==> src/sv/crl_pkg.sv <==
// Shared types and constants for the colour ramp lookup block.
package crl_pkg;

   // Request kinds carried on req_type.
   localparam logic REQ_INSERT = 1'b0;
   localparam logic REQ_READ   = 1'b1;

   // Fixed field widths of the transaction payload.
   localparam int ReqPosW  = 10;
   localparam int ChanW    = 8;

   // The interpolated channel always lies between its two key values, so
   // eight quotient bits are enough.
   localparam int QuoBits  = 8;
   localparam int QuoCntW  = 3;

   localparam logic [ChanW-1:0] AlphaOn = 8'd255;

   // Colours of the two keys present after reset.
   localparam logic [ChanW-1:0] DefRed0   = 8'd255;
   localparam logic [ChanW-1:0] DefGreen0 = 8'd0;
   localparam logic [ChanW-1:0] DefBlue0  = 8'd0;
   localparam logic [ChanW-1:0] DefRed1   = 8'd127;
   localparam logic [ChanW-1:0] DefGreen1 = 8'd255;
   localparam logic [ChanW-1:0] DefBlue1  = 8'd255;

   typedef enum logic [1:0] {
      STAT_OK          = 2'd0,
      STAT_DUP         = 2'd1,
      STAT_FULL        = 2'd2,
      STAT_NOT_COVERED = 2'd3
   } status_type;

   typedef enum logic [3:0] {
      S_INIT0,
      S_INIT1,
      S_IDLE,
      S_SCAN_RD,
      S_SCAN_CHK,
      S_PLACE,
      S_SHIFT_RD,
      S_SHIFT_WR,
      S_INS_WR,
      S_MUL,
      S_DIV,
      S_RESP
   } state_type;

endpackage

==> src/sv/color_ramp_lut.sv <==
// Colour ramp lookup: sorted key table in a memory, linear interpolation by divider.
// Read: each key visited takes a registered memory read, then a compare; a multiply,
// a bit-serial divide and a response state follow.
// Insert: keys are visited likewise, then each key above the slot moves up (read, then
// write), at most MAX_KEYS keys in all; then the new key is written.
// One transaction at a time. Reset writes the two default keys; none is accepted before.
module color_ramp_lut
   import crl_pkg::*;
#(
   parameter int LUT_ENTRIES = 1024,
   parameter int MAX_KEYS    = 16
) (
   input  logic                clock,
   input  logic                reset,
   input  logic                req_valid,
   output logic                req_stall,
   input  logic                req_type,
   input  logic [ReqPosW-1:0]  req_position,
   input  logic [ChanW-1:0]    req_key_red,
   input  logic [ChanW-1:0]    req_key_green,
   input  logic [ChanW-1:0]    req_key_blue,
   output logic                rsp_valid,
   input  logic                rsp_stall,
   output logic [1:0]          rsp_status,
   output logic [ChanW-1:0]    rsp_out_red,
   output logic [ChanW-1:0]    rsp_out_green,
   output logic [ChanW-1:0]    rsp_out_blue,
   output logic [ChanW-1:0]    rsp_out_alpha
);

   localparam int PosW = ($clog2(LUT_ENTRIES) > ReqPosW) ? $clog2(LUT_ENTRIES) : ReqPosW;
   localparam int KW   = $clog2(MAX_KEYS);
   localparam int CW   = $clog2(MAX_KEYS + 1);
   localparam int NumW = PosW + ChanW + 1;
   localparam int DivW = PosW + QuoBits;
   localparam logic [PosW-1:0] LastPos = PosW'(LUT_ENTRIES - 1);

   typedef struct packed {
      logic [PosW-1:0]  pos;
      logic [ChanW-1:0] red;
      logic [ChanW-1:0] green;
      logic [ChanW-1:0] blue;
   } key_type;

   // Key memory, one read and one write port.
   key_type key_mem [MAX_KEYS];
   key_type rd_data_ff;
   logic          mem_we;
   logic [KW-1:0] mem_waddr;
   logic [KW-1:0] mem_raddr;
   key_type       mem_wdata;

   state_type state_ff, state_in;

   logic             type_ff;
   logic [PosW-1:0]  pos_ff;
   logic [ChanW-1:0] new_red_ff, new_green_ff, new_blue_ff;
   logic [CW-1:0]    count_ff;
   logic [CW-1:0]    idx_ff;
   logic [CW-1:0]    at_ff;
   key_type          lo_ff, hi_ff;
   logic [NumW-1:0]  num_ff [3];
   logic [QuoBits-1:0] quo_ff [3];
   logic [DivW-1:0]  div_ff;
   logic [QuoCntW-1:0] bit_ff;
   status_type       status_ff;

   logic             rsp_valid_ff;
   status_type       rsp_status_ff;
   logic [ChanW-1:0] rsp_red_ff, rsp_green_ff, rsp_blue_ff, rsp_alpha_ff;

   logic            req_accept;
   logic            rsp_load;
   logic            pos_out_range;
   logic [CW-1:0]   idx_next;
   logic            scan_last;
   logic            cur_eq, cur_gt;
   logic [PosW-1:0] d_hi, d_lo;
   logic [ChanW-1:0] s_chan [3];
   logic [ChanW-1:0] e_chan [3];
   logic            num_ge [3];

   // Memory write and registered read.
   always_ff @(posedge clock) begin
      if (mem_we) begin
         key_mem[mem_waddr] <= mem_wdata;
      end
   end

   always_ff @(posedge clock) begin
      rd_data_ff <= key_mem[mem_raddr];
   end

   // Conditions used by the sequencer.
   assign pos_out_range = (32'(req_position) >= 32'(LUT_ENTRIES));
   assign idx_next      = idx_ff + CW'(1);
   assign scan_last     = (idx_next == count_ff);
   assign cur_eq        = (rd_data_ff.pos == pos_ff);
   assign cur_gt        = (rd_data_ff.pos > pos_ff);
   assign d_hi          = hi_ff.pos - pos_ff;
   assign d_lo          = pos_ff - lo_ff.pos;

   assign s_chan[0] = lo_ff.red;
   assign s_chan[1] = lo_ff.green;
   assign s_chan[2] = lo_ff.blue;
   assign e_chan[0] = hi_ff.red;
   assign e_chan[1] = hi_ff.green;
   assign e_chan[2] = hi_ff.blue;

   // One restoring step per channel against the shared shifted divisor.
   always_comb begin
      for (int c = 0; c < 3; c++) begin
         num_ge[c] = (num_ff[c] >= NumW'(div_ff));
      end
   end

   // Next state.
   always_comb begin
      state_in = state_ff;
      case (state_ff)
         S_INIT0: state_in = S_INIT1;
         S_INIT1: state_in = S_IDLE;
         S_IDLE: begin
            if (req_valid) begin
               if (pos_out_range) begin
                  state_in = S_RESP;
               end else if (req_type == REQ_READ && count_ff < CW'(2)) begin
                  state_in = S_RESP;
               end else begin
                  state_in = S_SCAN_RD;
               end
            end
         end
         S_SCAN_RD: state_in = S_SCAN_CHK;
         S_SCAN_CHK: begin
            if (type_ff == REQ_INSERT) begin
               if (cur_eq) begin
                  state_in = S_RESP;
               end else if (cur_gt || scan_last) begin
                  state_in = S_PLACE;
               end else begin
                  state_in = S_SCAN_RD;
               end
            end else begin
               if (idx_ff == '0 && cur_gt) begin
                  state_in = S_RESP;
               end else if (idx_ff != '0 && (cur_gt || cur_eq)) begin
                  state_in = S_MUL;
               end else if (scan_last) begin
                  state_in = S_RESP;
               end else begin
                  state_in = S_SCAN_RD;
               end
            end
         end
         S_PLACE: begin
            if (32'(count_ff) >= 32'(MAX_KEYS)) begin
               state_in = S_RESP;
            end else if (at_ff == count_ff) begin
               state_in = S_INS_WR;
            end else begin
               state_in = S_SHIFT_RD;
            end
         end
         S_SHIFT_RD: state_in = S_SHIFT_WR;
         S_SHIFT_WR: begin
            if (idx_ff == at_ff) begin
               state_in = S_INS_WR;
            end else begin
               state_in = S_SHIFT_RD;
            end
         end
         S_INS_WR: state_in = S_RESP;
         S_MUL:    state_in = S_DIV;
         S_DIV: begin
            if (bit_ff == QuoCntW'(QuoBits - 1)) begin
               state_in = S_RESP;
            end
         end
         S_RESP: begin
            if (!rsp_valid_ff || !rsp_stall) begin
               state_in = S_IDLE;
            end
         end
         default: state_in = S_IDLE;
      endcase
   end

   // Outputs of the sequencer: handshake and memory port controls.
   always_comb begin
      req_stall = 1'b1;
      rsp_load  = 1'b0;
      mem_we    = 1'b0;
      mem_waddr = idx_ff[KW-1:0];
      mem_raddr = idx_ff[KW-1:0];
      mem_wdata = rd_data_ff;
      case (state_ff)
         S_INIT0: begin
            mem_we    = 1'b1;
            mem_waddr = '0;
            mem_wdata = '{pos: '0, red: DefRed0, green: DefGreen0, blue: DefBlue0};
         end
         S_INIT1: begin
            mem_we    = 1'b1;
            mem_waddr = KW'(1);
            mem_wdata = '{pos: LastPos, red: DefRed1, green: DefGreen1, blue: DefBlue1};
         end
         S_IDLE: req_stall = 1'b0;
         S_SHIFT_WR: begin
            mem_we    = 1'b1;
            mem_waddr = idx_next[KW-1:0];
            mem_wdata = rd_data_ff;
         end
         S_INS_WR: begin
            mem_we    = 1'b1;
            mem_waddr = at_ff[KW-1:0];
            mem_wdata = '{pos: pos_ff, red: new_red_ff, green: new_green_ff,
                          blue: new_blue_ff};
         end
         S_RESP: rsp_load = !rsp_valid_ff || !rsp_stall;
         default: ;
      endcase
   end

   assign req_accept = req_valid && !req_stall;

   always_ff @(posedge clock) begin
      if (reset) begin
         state_ff <= S_INIT0;
      end else begin
         state_ff <= state_in;
      end
   end

   // Key count.
   always_ff @(posedge clock) begin
      if (reset) begin
         count_ff <= CW'(2);
      end else if (state_ff == S_INS_WR) begin
         count_ff <= count_ff + CW'(1);
      end
   end

   // Working registers of the current transaction.
   always_ff @(posedge clock) begin
      case (state_ff)
         S_IDLE: begin
            if (req_accept) begin
               type_ff      <= req_type;
               pos_ff       <= PosW'(req_position);
               new_red_ff   <= req_key_red;
               new_green_ff <= req_key_green;
               new_blue_ff  <= req_key_blue;
               idx_ff       <= '0;
               status_ff    <= STAT_NOT_COVERED;
            end
         end
         S_SCAN_CHK: begin
            lo_ff     <= hi_ff;
            hi_ff     <= rd_data_ff;
            idx_ff    <= idx_next;
            at_ff     <= cur_gt ? idx_ff : idx_next;
            status_ff <= (type_ff == REQ_READ) ? STAT_NOT_COVERED : STAT_DUP;
         end
         S_PLACE: begin
            status_ff <= STAT_FULL;
            idx_ff    <= count_ff - CW'(1);
         end
         S_SHIFT_WR: begin
            idx_ff <= idx_ff - CW'(1);
         end
         S_INS_WR: begin
            status_ff <= STAT_OK;
         end
         S_MUL: begin
            for (int c = 0; c < 3; c++) begin
               num_ff[c] <= NumW'(s_chan[c]) * NumW'(d_hi) + NumW'(e_chan[c]) * NumW'(d_lo);
               quo_ff[c] <= '0;
            end
            div_ff <= DivW'(hi_ff.pos - lo_ff.pos) << (QuoBits - 1);
            bit_ff <= '0;
         end
         S_DIV: begin
            for (int c = 0; c < 3; c++) begin
               if (num_ge[c]) begin
                  num_ff[c] <= num_ff[c] - NumW'(div_ff);
               end
               quo_ff[c] <= {quo_ff[c][QuoBits-2:0], num_ge[c]};
            end
            div_ff    <= div_ff >> 1;
            bit_ff    <= bit_ff + QuoCntW'(1);
            status_ff <= STAT_OK;
         end
         default: ;
      endcase
   end

   // Result register: holds a finished transaction until the consumer takes it.
   always_ff @(posedge clock) begin
      if (reset) begin
         rsp_valid_ff <= 1'b0;
      end else if (rsp_load) begin
         rsp_valid_ff <= 1'b1;
      end else if (!rsp_stall) begin
         rsp_valid_ff <= 1'b0;
      end
   end

   always_ff @(posedge clock) begin
      if (rsp_load) begin
         rsp_status_ff <= status_ff;
         if (type_ff == REQ_READ && status_ff == STAT_OK) begin
            rsp_red_ff   <= quo_ff[0];
            rsp_green_ff <= quo_ff[1];
            rsp_blue_ff  <= quo_ff[2];
            rsp_alpha_ff <= AlphaOn;
         end else begin
            rsp_red_ff   <= '0;
            rsp_green_ff <= '0;
            rsp_blue_ff  <= '0;
            rsp_alpha_ff <= '0;
         end
      end
   end

   assign rsp_valid     = rsp_valid_ff;
   assign rsp_status    = rsp_status_ff;
   assign rsp_out_red   = rsp_red_ff;
   assign rsp_out_green = rsp_green_ff;
   assign rsp_out_blue  = rsp_blue_ff;
   assign rsp_out_alpha = rsp_alpha_ff;

endmodule
==> config.mk <==
export PLATFORM = sky130hd
export DESIGN_NAME = color_ramp_lut
export DESIGN_NICKNAME = d
export VERILOG_FILES = /design/src/sv/crl_pkg.sv /design/src/sv/color_ramp_lut.sv
export SDC_FILE = /design/constraint.sdc
export NUM_CORES = 2
export LEC_CHECK = 0
export BUFFER_PORTS_ARGS = -buffer_cell sky130_fd_sc_hd__buf_2
export CAP_MARGIN = 20
export CORE_ASPECT_RATIO = 0.9
export CORE_MARGIN = 3
export CORE_UTILIZATION = 61
export CTS_CLUSTER_DIAMETER = 150
export DETAILED_ROUTE_END_ITERATION = 7
export PLACE_DENSITY = 0.78
export SLEW_MARGIN = 20
export SYNTH_ARGS = -nofsm -noshare
export SYNTH_HDL_FRONTEND = slang
export SYNTH_SLANG_ARGS = --single-unit
==> constraint.sdc <==
create_clock -name clock -period 16.7 [get_ports clock]
set_clock_uncertainty 0.1 [all_clocks]
set_input_delay 1.67 -clock clock [delete_from_list [all_inputs] [get_ports clock]]
set_output_delay 1.67 -clock clock [all_outputs]
set_load 0.005 [all_outputs]
==> summary.md <==
| Metric | Value |
|---|---|
| Minimum clock period | `8.524 ns` |
| Fmax | `117.3 MHz` |
| 1st-pass router iterations | `7` |
| CP Capture Type | `flop` |
| Finish-stage setup viols | `0` |
| Period utilisation layout | `51.04%` |
| Post-synth top area share | `46.11%` |
| Cell Count, Final, Fillers Out | `5140` |
| Fin util | `67.16%` |
| Critical path launch point type | `flop` |
| Ys async rst share | `0%` |
| # clock sinks | `832` |
| RSZ-0062 raised after global routing | `no` |
| Leading area contributor after synthesis | `edfxtp_1` |
| Rows | `100` |
| Post-route ant nets | `0` |
| First-pass GRT wire length | `186900 um` |
| Placed cell areas | `53040 sq um` |
| Cell variety after synth | `76` |
| Synth top area cells | `edfxtp_1 (46%), fa_1 (15%), mux4_2 (7.5%)` |
| Max Cap Viol | `0` |
| Ratio of cells with drive above 1 in the final layout | `12.13%` |
| IO Count | `75` |
| CTS tree | `built` |
| Synth Instances | `3899` |
| Core ar. | `83080 sq um` |
| Synth Flop Type | `edfxtp_1` |
| Port Buffer Count | `74` |
| Final Max Tran Viols | `0` |
| CTS Hold Bufs | `0` |
| GRT Total Usage | `27.92%` |
| Synthesized area per cell | `13.16 sq um` |
| HPWL after DPL | `75850 um` |
| Post-CTS Setup Inserts | `0` |
| Final Hold Viols | `0` |
| WP data required | `16.98 ns` |
| Failing checks | `design-rule violations` |
| Final GP Congestion | `0.8868` |
| Syn_nets | `4618` |
| Crit path max-delay family | `adder cells` |
| Max clock buf depth | `3` |
| Final wirelength | `119100 um` |
| Count leader, synth | `edfxtp_1` |
| Arrival time worst endpoint | `8.81 ns` |
| Max FO, Critical Path | `24` |
| Worst hold path class | `flop to flop` |
| # resized after CTS | `0` |
| Avg Vias per Cell | `5.963` |
| Worst-Skew Late Latency | `0.65 ns` |
| Seq cells post-synth | `832` |
| Crit-path most repeated cell | `fa_1` |
| Worst Tran Pin Value | `1.135 ns` |
| CTS H-tree depth | `3` |
| Top cells by count, synth | `edfxtp_1 (788), inv_1 (504), fa_1 (381)` |
| Cell area after layout | `55790 sq um` |
| Num CTS Buffers | `82` |
| Die X | `311.7 um` |
| Placed cells | `4987` |
| EDFF count, synth | `788` |
| Vias in the first global route | `31.71k` |
| DR WL/cell | `23.17 um` |
| Iter 0 DRT Violations | `2796` |
| Syn. warnings | `0` |
| Setup Crit Path Kind | `flop to flop` |
| Chip height | `281.2 um` |
| Initial antenna violation count | `3` |
| Status | `finished with violations` |
| Vias | `30.65k` |
| Clock slew at reported path FFs | `0.07 ns` |
| Nets@finish | `4668` |
| Setup TNS | `0 ns` |
| Die area | `87650 sq um` |
| Slew Limit Headroom | `24.33%` |
| CP max stage delay | `0.56 ns` |
| Cell area after synthesis | `51320 sq um` |
| CP Buf/Inv Count | `5` |
| Crit path max-delay cell type | `fa_1` |
| Seq/Total Area, Yosys | `47.83%` |
| Initial Util | `61.77%` |
| Drc violations | `2` |
| Area growth syn-to-layout | `8.724%` |
| CTS root buf | `clkbuf_16` |
| Remaining global-route overflow | `0` |
| Largest net degree at the start of global routing | `105` |
-- worst paths after layout --
path	depth (start not counted)	slack (ns)	from	endpoint
worst max register to register	30	8.18	pos_ff[1]$_DFFE_PP_	num_ff[0][55]$_DFFE_PP_
worst max-delay path	30	8.18	pos_ff[1]$_DFFE_PP_	num_ff[0][55]$_DFFE_PP_
worst min-delay path	0	0.33	rd_data_ff[3]$_DFF_P_	e_chan[3]$_DFFE_PP_
worst min register to register	0	0.33	rd_data_ff[3]$_DFF_P_	e_chan[3]$_DFFE_PP_
-- placed cells by master (no fill, tap or decap), types with 9 or more instances in the layout --
cell	n
a211oi_1	14
a21o_1	43
a21oi_1	124
a21oi_2	20
a31oi_1	9
and2_1	255
buf_2	74
buf_4	49
clkbuf_1	20
clkbuf_16	83
clkinv_1	15
clkinv_2	13
dfxtp_1	43
edfxtp_1	788
fa_1	381
ha_1	299
inv_1	502
mux2i_1	17
mux4_2	170
nand2_1	273
nand2b_1	49
nand3_1	33
nand4_1	15
nor2_1	165
nor2_4	16
nor2b_1	112
nor3_1	30
o21a_1	20
o21ai_0	62
o21ai_1	12
o21bai_1	10
o22a_1	9
o31ai_1	15
or3_1	9
xnor2_1	68
xor2_1	55
-- metrics by stage --
step	hold slack, ns	worst slack [ns]
final	0.3334	8.176
after global routing	0.3552	7.680
after CTS	0.3304	8.229
after detailed placement	0.3176	8.249
after global placement	0.3180	8.459
after floorplan	0.3082	8.748
-- metal layers --
layer | routed length, um | vias up | GRT usage (%) | share of wire, %
met5 | 0 | - | 0 | 0
met4 | 4656 | 0 | 10.90 | 3.9
met3 | 9768 | 268 | 4.763 | 8.2
met2 | 55810 | 1362 | 43.87 | 47
met1 | 48850 | 15470 | 39.58 | 41
li1 | - | 13550 | - | -
-- state kept, by name, indices dropped and copies added, names as in the netlist, 2 cells and up --
signal / flops
count_ff: 5
rsp_status: 2
rsp_out_green: 8
num_ff: 57
new_green_ff: 8
lo_ff: 34
status_ff: 2
idx_ff: 5
div_ff: 18
new_red_ff: 8
new_blue_ff: 8
state_ff: 4
key_mem: 544
e_chan: 24
hi_ff: 10
at_ff: 5
rd_data_ff: 34
rsp_out_blue: 8
pos_ff: 10
quo_ff: 24
bit_ff: 3
rsp_out_red: 8
-- logic make-up after synthesis --
group	after synthesis	share of synthesized area [%]
XOR/XNOR	130	2.219
multiplexers	193	7.961
adder cells (fa/ha/maj)	680	22.15
AND/OR/NAND/NOR	1008	10.02
AO/OA/AOI/OAI	394	4.828
buffers and inverters	662	4.996
flip-flops	832	47.83
-- final cells by class --
type / count / area, sq um
tap: 1122 / 1404
antenna: 4 / 10.01
inverter: 504 / 1893
sequential: 832 / 24540
clock inverter: 42 / 462.9
multi-input combinational: 2405 / 24510
fill: 5791 / 27290
timing repair buffer: 124 / 758.2
clock buffer: 107 / 2207
Power is not shown: default switching activity piles up to over one toggle a cycle in this logic, so the estimate is an artifact.
